`config.mk`:
```
export PLATFORM = sky130hd
export DESIGN_NAME = wheel_lap_speedometer
export DESIGN_NICKNAME = d
export VERILOG_FILES = /design/src/wls_pkg.sv /design/src/wls_div.sv /design/src/wheel_lap_speedometer.sv
export SDC_FILE = /design/constraint.sdc
export NUM_CORES = 2
export LEC_CHECK = 0
export BUFFER_PORTS_ARGS = -buffer_cell sky130_fd_sc_hd__buf_2
export CORE_AREA = 5 5 434 308
export CTS_CLUSTER_DIAMETER = 40
export DETAILED_ROUTE_END_ITERATION = 10
export DIE_AREA = 0 0 439 313
export PLACE_DENSITY_LB_ADDON = 0.25
export SYNTH_ARGS = -nofsm -noshare
export SYNTH_HDL_FRONTEND = slang
export SYNTH_HIERARCHICAL = 1
export SYNTH_SLANG_ARGS = --single-unit
```
`constraint.sdc`:
```
create_clock -name clk -period 19.4 [get_ports clk]
set_input_delay 3.88 -clock clk [delete_from_list [all_inputs] [get_ports clk]]
set_output_delay 3.88 -clock clk [all_outputs]
set_load 0.01 [all_outputs]
```
`src/wls_pkg.sv`:
```
`default_nettype none
package wls_pkg;

	localparam int CIRC_W   = 16;
	localparam int RATE_W   = 20;
	localparam int TICK_W   = 20;
	localparam int LAP_W    = 16;
	localparam int SPEED_W  = 16;
	localparam int DIST_W   = 32;
	localparam int PROD_W   = CIRC_W + RATE_W;
	localparam int NUM_W    = PROD_W + 6;
	localparam int DEN_W    = TICK_W + 7;
	localparam int DIV_CNT_W = $clog2(NUM_W + 1);
	localparam int CFG_IDX_W = 2;

	localparam logic [CIRC_W-1:0] CIRC_RESET    = CIRC_W'(1257);
	localparam logic [RATE_W-1:0] RATE_RESET    = RATE_W'(62500);
	localparam logic [TICK_W-1:0] TIMEOUT_RESET = TICK_W'(624999);

	localparam logic [LAP_W-1:0]   LAP_MAX   = '1;
	localparam logic [SPEED_W-1:0] SPEED_MAX = '1;

	typedef enum logic [CFG_IDX_W-1:0] {
		CFG_CIRC    = 2'd0,
		CFG_RATE    = 2'd1,
		CFG_TIMEOUT = 2'd2
	} cfg_idx_t;

	typedef enum logic [2:0] {
		ST_IDLE,
		ST_MUL,
		ST_LOAD,
		ST_DIV,
		ST_RES
	} state_t;

	typedef struct packed {
		logic               done;
		logic [SPEED_W-1:0] quot_sat;
	} div_stat_t;

endpackage
`default_nettype wire

```
`src/wls_div.sv`:
```
`default_nettype none
module wls_div import wls_pkg::*; (
	input  wire logic             clk,
	input  wire logic             arst_n,
	input  wire logic             start,
	input  wire logic [NUM_W-1:0] num,
	input  wire logic [DEN_W-1:0] den,
	output div_stat_t             stat
);

	logic [DIV_CNT_W-1:0] cnt_q;
	logic                 done_q;
	logic [DEN_W-1:0]     rem_q;
	logic [NUM_W-1:0]     quo_q;
	logic [DEN_W:0]       trial;
	logic [DEN_W:0]       diff;
	logic                 fits;

	assign trial = {rem_q, quo_q[NUM_W-1]};
	assign diff  = trial - {1'b0, den};
	assign fits  = trial >= {1'b0, den};

	always_ff @(posedge clk or negedge arst_n) begin
		if (!arst_n) begin
			cnt_q  <= '0;
			done_q <= 1'b0;
		end else begin
			done_q <= (cnt_q == DIV_CNT_W'(1));
			if (start) begin
				cnt_q <= DIV_CNT_W'(NUM_W);
			end else if (cnt_q != '0) begin
				cnt_q <= cnt_q - DIV_CNT_W'(1);
			end
		end
	end

	always_ff @(posedge clk) begin
		if (start) begin
			rem_q <= '0;
			quo_q <= num;
		end else if (cnt_q != '0) begin
			rem_q <= fits ? diff[DEN_W-1:0] : trial[DEN_W-1:0];
			quo_q <= {quo_q[NUM_W-2:0], fits};
		end
	end

	assign stat.done     = done_q;
	assign stat.quot_sat = (|quo_q[NUM_W-1:SPEED_W]) ? SPEED_MAX : quo_q[SPEED_W-1:0];

endmodule
`default_nettype wire

```
`src/wheel_lap_speedometer.sv`:
```
// Wheel speedometer. Each request is a timebase tick (cmd 0) or a sensor level
// change (cmd 1); a change to level 0 counts a lap, captures the tick count as
// the period and restarts the timer. Every request gives one result. A tick, a
// level 1 change or a lap that needs no division goes from idle straight to the
// result state; a lap with at least two session laps and a nonzero period
// passes through the multiply, load and divide states first, where the 42-step
// restoring divider forms the speed. A stalled output holds the next result and
// the input. in_stall is high until the request's result is in the output
// register, and while a register write is pending; cfg_ready is high only while
// idle.
`default_nettype none
module wheel_lap_speedometer import wls_pkg::*; (
	input  wire logic                 clk,
	input  wire logic                 arst_n,
	input  wire logic                 in_valid,
	output logic                      in_stall,
	input  wire logic                 cmd,
	input  wire logic                 pin_level,
	output logic                      out_valid,
	input  wire logic                 out_stall,
	output logic [LAP_W-1:0]          session_laps,
	output logic [LAP_W-1:0]          total_laps,
	output logic [DIST_W-1:0]         distance_mm,
	output logic [SPEED_W-1:0]        speed_centi_kmh,
	output logic                      timed_out,
	input  wire logic                 cfg_valid,
	output logic                      cfg_ready,
	input  wire logic [CFG_IDX_W-1:0] cfg_index,
	input  wire logic [31:0]          cfg_data
);

	state_t state_q, state_d;

	logic [CIRC_W-1:0]  circ_q;
	logic [RATE_W-1:0]  rate_q;
	logic [TICK_W-1:0]  timeout_q;
	logic [TICK_W-1:0]  tick_q;
	logic [TICK_W-1:0]  period_q;
	logic [LAP_W-1:0]   session_q;
	logic [LAP_W-1:0]   total_q;
	logic               running_q;
	logic [SPEED_W-1:0] speed_q;
	logic               to_q;
	logic               out_valid_q;
	logic [PROD_W-1:0]  prod_q;

	logic              accept;
	logic              lap;
	logic              div_start;
	logic              out_load;
	logic [TICK_W:0]   tick_next;
	logic              tick_over;
	logic [LAP_W-1:0]  sess_inc;
	logic [LAP_W-1:0]  tot_inc;
	logic [NUM_W-1:0]  div_num;
	logic [DEN_W-1:0]  div_den;
	logic [NUM_W-1:0]  prod_ext;
	logic [DEN_W-1:0]  period_ext;
	div_stat_t         div_stat;

	assign accept    = in_valid && !in_stall;
	assign lap       = cmd && !pin_level;
	assign tick_next = {1'b0, tick_q} + (TICK_W+1)'(1);
	assign tick_over = tick_next > {1'b0, timeout_q};
	assign sess_inc  = (session_q == LAP_MAX) ? session_q : session_q + LAP_W'(1);
	assign tot_inc   = (total_q == LAP_MAX) ? total_q : total_q + LAP_W'(1);

	assign prod_ext   = NUM_W'(prod_q);
	assign period_ext = DEN_W'(period_q);
	assign div_num    = (prod_ext << 5) + (prod_ext << 2);
	assign div_den    = (period_ext << 6) + (period_ext << 5) + (period_ext << 2);

	wls_div u_div (
		.clk    (clk),
		.arst_n (arst_n),
		.start  (div_start),
		.num    (div_num),
		.den    (div_den),
		.stat   (div_stat)
	);

	always_ff @(posedge clk or negedge arst_n) begin
		if (!arst_n) begin
			state_q <= ST_IDLE;
		end else begin
			state_q <= state_d;
		end
	end

	always_comb begin
		state_d   = state_q;
		in_stall  = 1'b1;
		cfg_ready = 1'b0;
		div_start = 1'b0;
		out_load  = 1'b0;
		case (state_q)
			ST_IDLE: begin
				in_stall  = cfg_valid;
				cfg_ready = 1'b1;
				if (in_valid && !cfg_valid) begin
					if (lap && sess_inc > LAP_W'(1) && tick_q != '0) begin
						state_d = ST_MUL;
					end else begin
						state_d = ST_RES;
					end
				end
			end
			ST_MUL: begin
				state_d = ST_LOAD;
			end
			ST_LOAD: begin
				div_start = 1'b1;
				state_d   = ST_DIV;
			end
			ST_DIV: begin
				if (div_stat.done) begin
					state_d = ST_RES;
				end
			end
			ST_RES: begin
				if (!out_valid_q || !out_stall) begin
					out_load = 1'b1;
					state_d  = ST_IDLE;
				end
			end
			default: begin
				state_d = ST_IDLE;
			end
		endcase
	end

	always_ff @(posedge clk or negedge arst_n) begin
		if (!arst_n) begin
			circ_q    <= CIRC_RESET;
			rate_q    <= RATE_RESET;
			timeout_q <= TIMEOUT_RESET;
		end else if (cfg_valid && cfg_ready) begin
			case (cfg_index)
				CFG_CIRC:    circ_q    <= cfg_data[CIRC_W-1:0];
				CFG_RATE:    rate_q    <= cfg_data[RATE_W-1:0];
				CFG_TIMEOUT: timeout_q <= cfg_data[TICK_W-1:0];
				default:     ;
			endcase
		end
	end

	always_ff @(posedge clk or negedge arst_n) begin
		if (!arst_n) begin
			tick_q    <= '0;
			period_q  <= '0;
			session_q <= LAP_W'(1);
			total_q   <= '0;
			running_q <= 1'b1;
			speed_q   <= '0;
			to_q      <= 1'b0;
		end else if (accept) begin
			to_q <= 1'b0;
			if (!cmd) begin
				if (running_q) begin
					if (tick_over) begin
						tick_q    <= '0;
						running_q <= 1'b0;
						session_q <= '0;
						to_q      <= 1'b1;
					end else begin
						tick_q <= tick_next[TICK_W-1:0];
					end
				end
			end else if (lap) begin
				session_q <= sess_inc;
				total_q   <= tot_inc;
				period_q  <= tick_q;
				tick_q    <= '0;
				running_q <= 1'b1;
				if (sess_inc <= LAP_W'(1)) begin
					speed_q <= '0;
				end else if (tick_q == '0) begin
					speed_q <= SPEED_MAX;
				end
			end
		end else if (state_q == ST_DIV && div_stat.done) begin
			speed_q <= div_stat.quot_sat;
		end
	end

	always_ff @(posedge clk) begin
		if (state_q == ST_MUL) begin
			prod_q <= PROD_W'(circ_q) * PROD_W'(rate_q);
		end
	end

	always_ff @(posedge clk or negedge arst_n) begin
		if (!arst_n) begin
			out_valid_q <= 1'b0;
		end else if (out_load) begin
			out_valid_q <= 1'b1;
		end else if (!out_stall) begin
			out_valid_q <= 1'b0;
		end
	end

	always_ff @(posedge clk) begin
		if (out_load) begin
			session_laps    <= session_q;
			total_laps      <= total_q;
			distance_mm     <= DIST_W'(total_q) * DIST_W'(circ_q);
			speed_centi_kmh <= speed_q;
			timed_out       <= to_q;
		end
	end

	assign out_valid = out_valid_q;

	a_stopped_clear: assert property (@(posedge clk) disable iff (!arst_n)
		!running_q |-> tick_q == '0)
		else $error("tick count nonzero while timer stopped");

	a_timeout_session: assert property (@(posedge clk) disable iff (!arst_n)
		out_valid && timed_out |-> session_laps == '0)
		else $error("timeout result with nonzero session laps");

	a_first_lap_speed: assert property (@(posedge clk) disable iff (!arst_n)
		out_valid && session_laps == LAP_W'(1) |-> speed_centi_kmh == '0)
		else $error("speed nonzero with one session lap");

	a_div_done_state: assert property (@(posedge clk) disable iff (!arst_n)
		div_stat.done |-> state_q == ST_DIV)
		else $error("divider finished outside divide state");

	a_accept_next: assert property (@(posedge clk) disable iff (!arst_n)
		accept |=> state_q == ST_MUL || state_q == ST_RES)
		else $error("accepted request did not start work");

endmodule
`default_nettype wire
```
==> flow_summary_export.csv <==
group,metric,value,unit
outcome,status,"finished, final reports clean",
floorplanning,initial_core_util,29.7,%
clock_network,postCtsSetupBuffers,0,
floorplanning,fp-row-count,111,
sta,clock_skew,0.0334,ns
global_route,grt_pass1_wl,164000,um
worst_setup_path,r2r_setup_slack,12.07,ns
cells_and_area,final_common_cell,"inv_1",
logic_synthesis,synthMuxAreaShare,3.32,%
route,drt.antenna.violating_nets,0,
worst_setup_path,end_kind,"output port",
cells_and_area,fillers,13500,
cells_and_area,layout_common_cells,"630 x inv_1, 470 x nand2_1, 463 x fa_1",
logic_synthesis,syn_area,38400,um^2
cells_and_area,stdcell_area,42800,um^2
power_and_ir_drop,p_sw_share,45.9,%
floorplanning,coreArea,129000,um^2
route,vias,27400,
cells_and_area,final_nets,4880,
power_and_ir_drop,vdd_drop_max,101,uV
route,drc,0,
clock_network,ctsRootBufferMaster,"clkbuf_16",
worst_setup_path,arrival,4.26,ns
clock_network,hold_buffers,0,
global_route,grt_util_all_layers,14.8,%
sta,slew_headroom,28.8,%
logic_synthesis,synth_compound_area_share,9.75,%
sta,finalHoldViolations,0,
placement,place_ws,11.26,ns
worst_hold_path,hold_class,"flip-flop to flip-flop",
route,wl,100000,um
placement,placed_area,40800,um^2
clock_network,clkSinkCount,343,
sta,postLayoutSetupSlackWorst,11.26,ns
cells_and_area,final_layout_size_suffix_gt1_share,10.8,%
logic_synthesis,synth_edf_count,159,
floorplanning,dieHeight,313,um
clock_network,cts_tree,"built",
placement,hpwl,75800,um
global_route,antenna_found_initial,13,
logic_synthesis,synth-xor-area-share,3.51,%
sta,fmax,0.123,GHz
placement,globalplace.congestion,0.850,
sta,slew_violations,0,
cells_and_area,layout.cells.non_filler,5861,
placement,portBuffers,112,
logic_synthesis,yosys.area_share.adder,34.7,%
clock_network,cts_resized,0,
worst_setup_path,critPathLaunchType,"primary input",
worst_setup_path,path_max_fanout,4,
power_and_ir_drop,p_int,2.80,mW
global_route,grt_max_degree,80,
route,dr.pass1.iters,6,
logic_synthesis,ys_seq_elements,343,
logic_synthesis,postSynthCellCount,4014,
logic_synthesis,synth_top_family_by_area,"adder cells",
worst_setup_path,cp.required,15.52,ns
clock_network,clk_latency,0.65,ns
power_and_ir_drop,p_per_area,121,nW/um^2
placement,place_inst,5743,
clock_network,clk_pin_slew,0.06,ns
sta,finalSetupViolCount,0,
floorplanning,ios,125,
logic_synthesis,yosys_warnings,6,
worst_setup_path,path_class,"primary input to output port",
route,wire_per_inst,17.1,um
power_and_ir_drop,p_leak,19.9,nW
logic_synthesis,seq_area_frac_synth,24.2,%
sta,tns,0,ns
logic_synthesis,synth_cell_types,110,
cells_and_area,syn_to_final_growth,11.4,%
power_and_ir_drop,pwr-share-clk,20.2,%
clock_network,cts_max_level,2,
clock_network,cts_made_buffers,59,
power_and_ir_drop,p_comb_share,56.3,%
floorplanning,design.die.area,137000,um^2
logic_synthesis,synth_simple_gate_area_share,16.4,%
sta,min_period,8.14,ns
power_and_ir_drop,pwr-share-seq,23.5,%
sta,period_share,41.9,%
logic_synthesis,syn_avg_cell_area,9.57,um^2
logic_synthesis,synthArstFlopShare,45.8,%
sta,tightest_slew,1.07,ns
sta,rsz0062_at_grt,"no",
power_and_ir_drop,finalPower,5.18,mW
job,maxCapViolations,0,
route,drt-vias-per-instance,4.68,
route,first_iter_violations,1737,
floorplanning,die_w,439,um
power_and_ir_drop,p_sw,2.38,mW
global_route,overflow,0,
logic_synthesis,synth-main-ff-cell,"edfxtp_1",
global_route,grt_pass1_vias,28000,
clock_network,clk_path_buf_depth,3,
power by group through the flow:
stage | registers (mW) | clock network, mW | logic (mW)
2_1_floorplan | 1.08 | 0 | 2.27
3_3_place_gp | 1.23 | 0 | 2.91
3_5_place_dp | 1.23 | 0 | 2.92
4_1_cts | 1.22 | 1.08 | 2.95
5_1_grt | 1.24 | 1.11 | 3.35
6_report | 1.22 | 1.05 | 2.92
through the flow:
| step | hold slack (ns) | util, % |
|---|---|---|
| after floorplan | 0.420 | - |
| after global placement | 0.438 | 31.5 |
| after detailed placement | 0.438 | 31.5 |
| after CTS | 0.448 | 33.0 |
| after global routing | 0.459 | 33.0 |
| final | 0.449 | 33.0 |
cell type report:
type                            count  area [um^2]  share of cell area (%)
Antenna cell                        7         17.5                  0.0410
Clock buffer                       67         1550                    3.62
Clock inverter                     44          440                    1.03
Inverter                          631         2370                    5.54
Multi-Input combinational cell   2861        26000                    60.9
Sequential cell                   343         9280                    21.7
Tap cell                         1751         2190                    5.12
Timing Repair Buffer              157          905                    2.11
synthesized netlist by cell type, types with 58 or more instances:
master	instances	area (um^2)
fa_1	463	9270
clkbuf_1	147	552
mux2_2	102	1150
nand2_1	471	1770
ha_1	323	4040
xnor2_1	119	1040
inv_1	630	2360
a21o_1	58	435
o21ai_0	94	470
and2_1	307	1920
edfxtp_1	159	4770
dfrtp_1	132	3300
a21oi_1	152	761
nand3_1	64	320
nor2_1	163	612
worst max-delay path, stage by stage:
cell	delay, ns
buf_2	0.11
nand2b_1	0.13
buf_2	0.14
worst paths after layout:
check                      startpoint  cells past startpoint            endpoint
max                         cfg_valid                      3            in_stall
min                        speed_q[4]                      0  speed_centi_kmh[4]
max reg2reg                 circ_q[3]                     19          prod_q[32]
min reg2reg                speed_q[4]                      0  speed_centi_kmh[4]
max in group asynchronous      arst_n                      3         total_q[12]
min in group asynchronous      arst_n                      1         speed_q[12]
flip-flops by register name, summed over array words and instances (netlist names), 20 cells and up:
| signal | count |
|---|---|
| distance_mm | 32 |
| period_q | 20 |
| prod_q | 36 |
| rate_q | 20 |
| tick_q | 20 |
| timeout_q | 20 |
| u_div/quo_q | 42 |
| u_div/rem_q | 27 |
cells by family (layout without fill, tap and decap cells):
kind of cell | after synthesis | count (layout)
simple gates | 1248 | 1248
buf+inv | 814 | 899
fa+ha+maj | 786 | 786
compound gates | 554 | 554
flops | 343 | 343
xor+xnor | 154 | 154
mux | 114 | 114
other cells | 1 | 12
per-layer routing:
layer  share of wire (%)  vias up  wire length (um)  global-route usage [%]
met2                  42      535             42000                    21.9
met3                 4.6      119              4590                    2.21
met5                   0        -                 0                       0
met4                 1.8        0              1810                    2.88
li1                    -    13200                 -                       -
met1                  52    13500             51700                    22.8
Note: power is estimated with default switching activity, not from simulation.
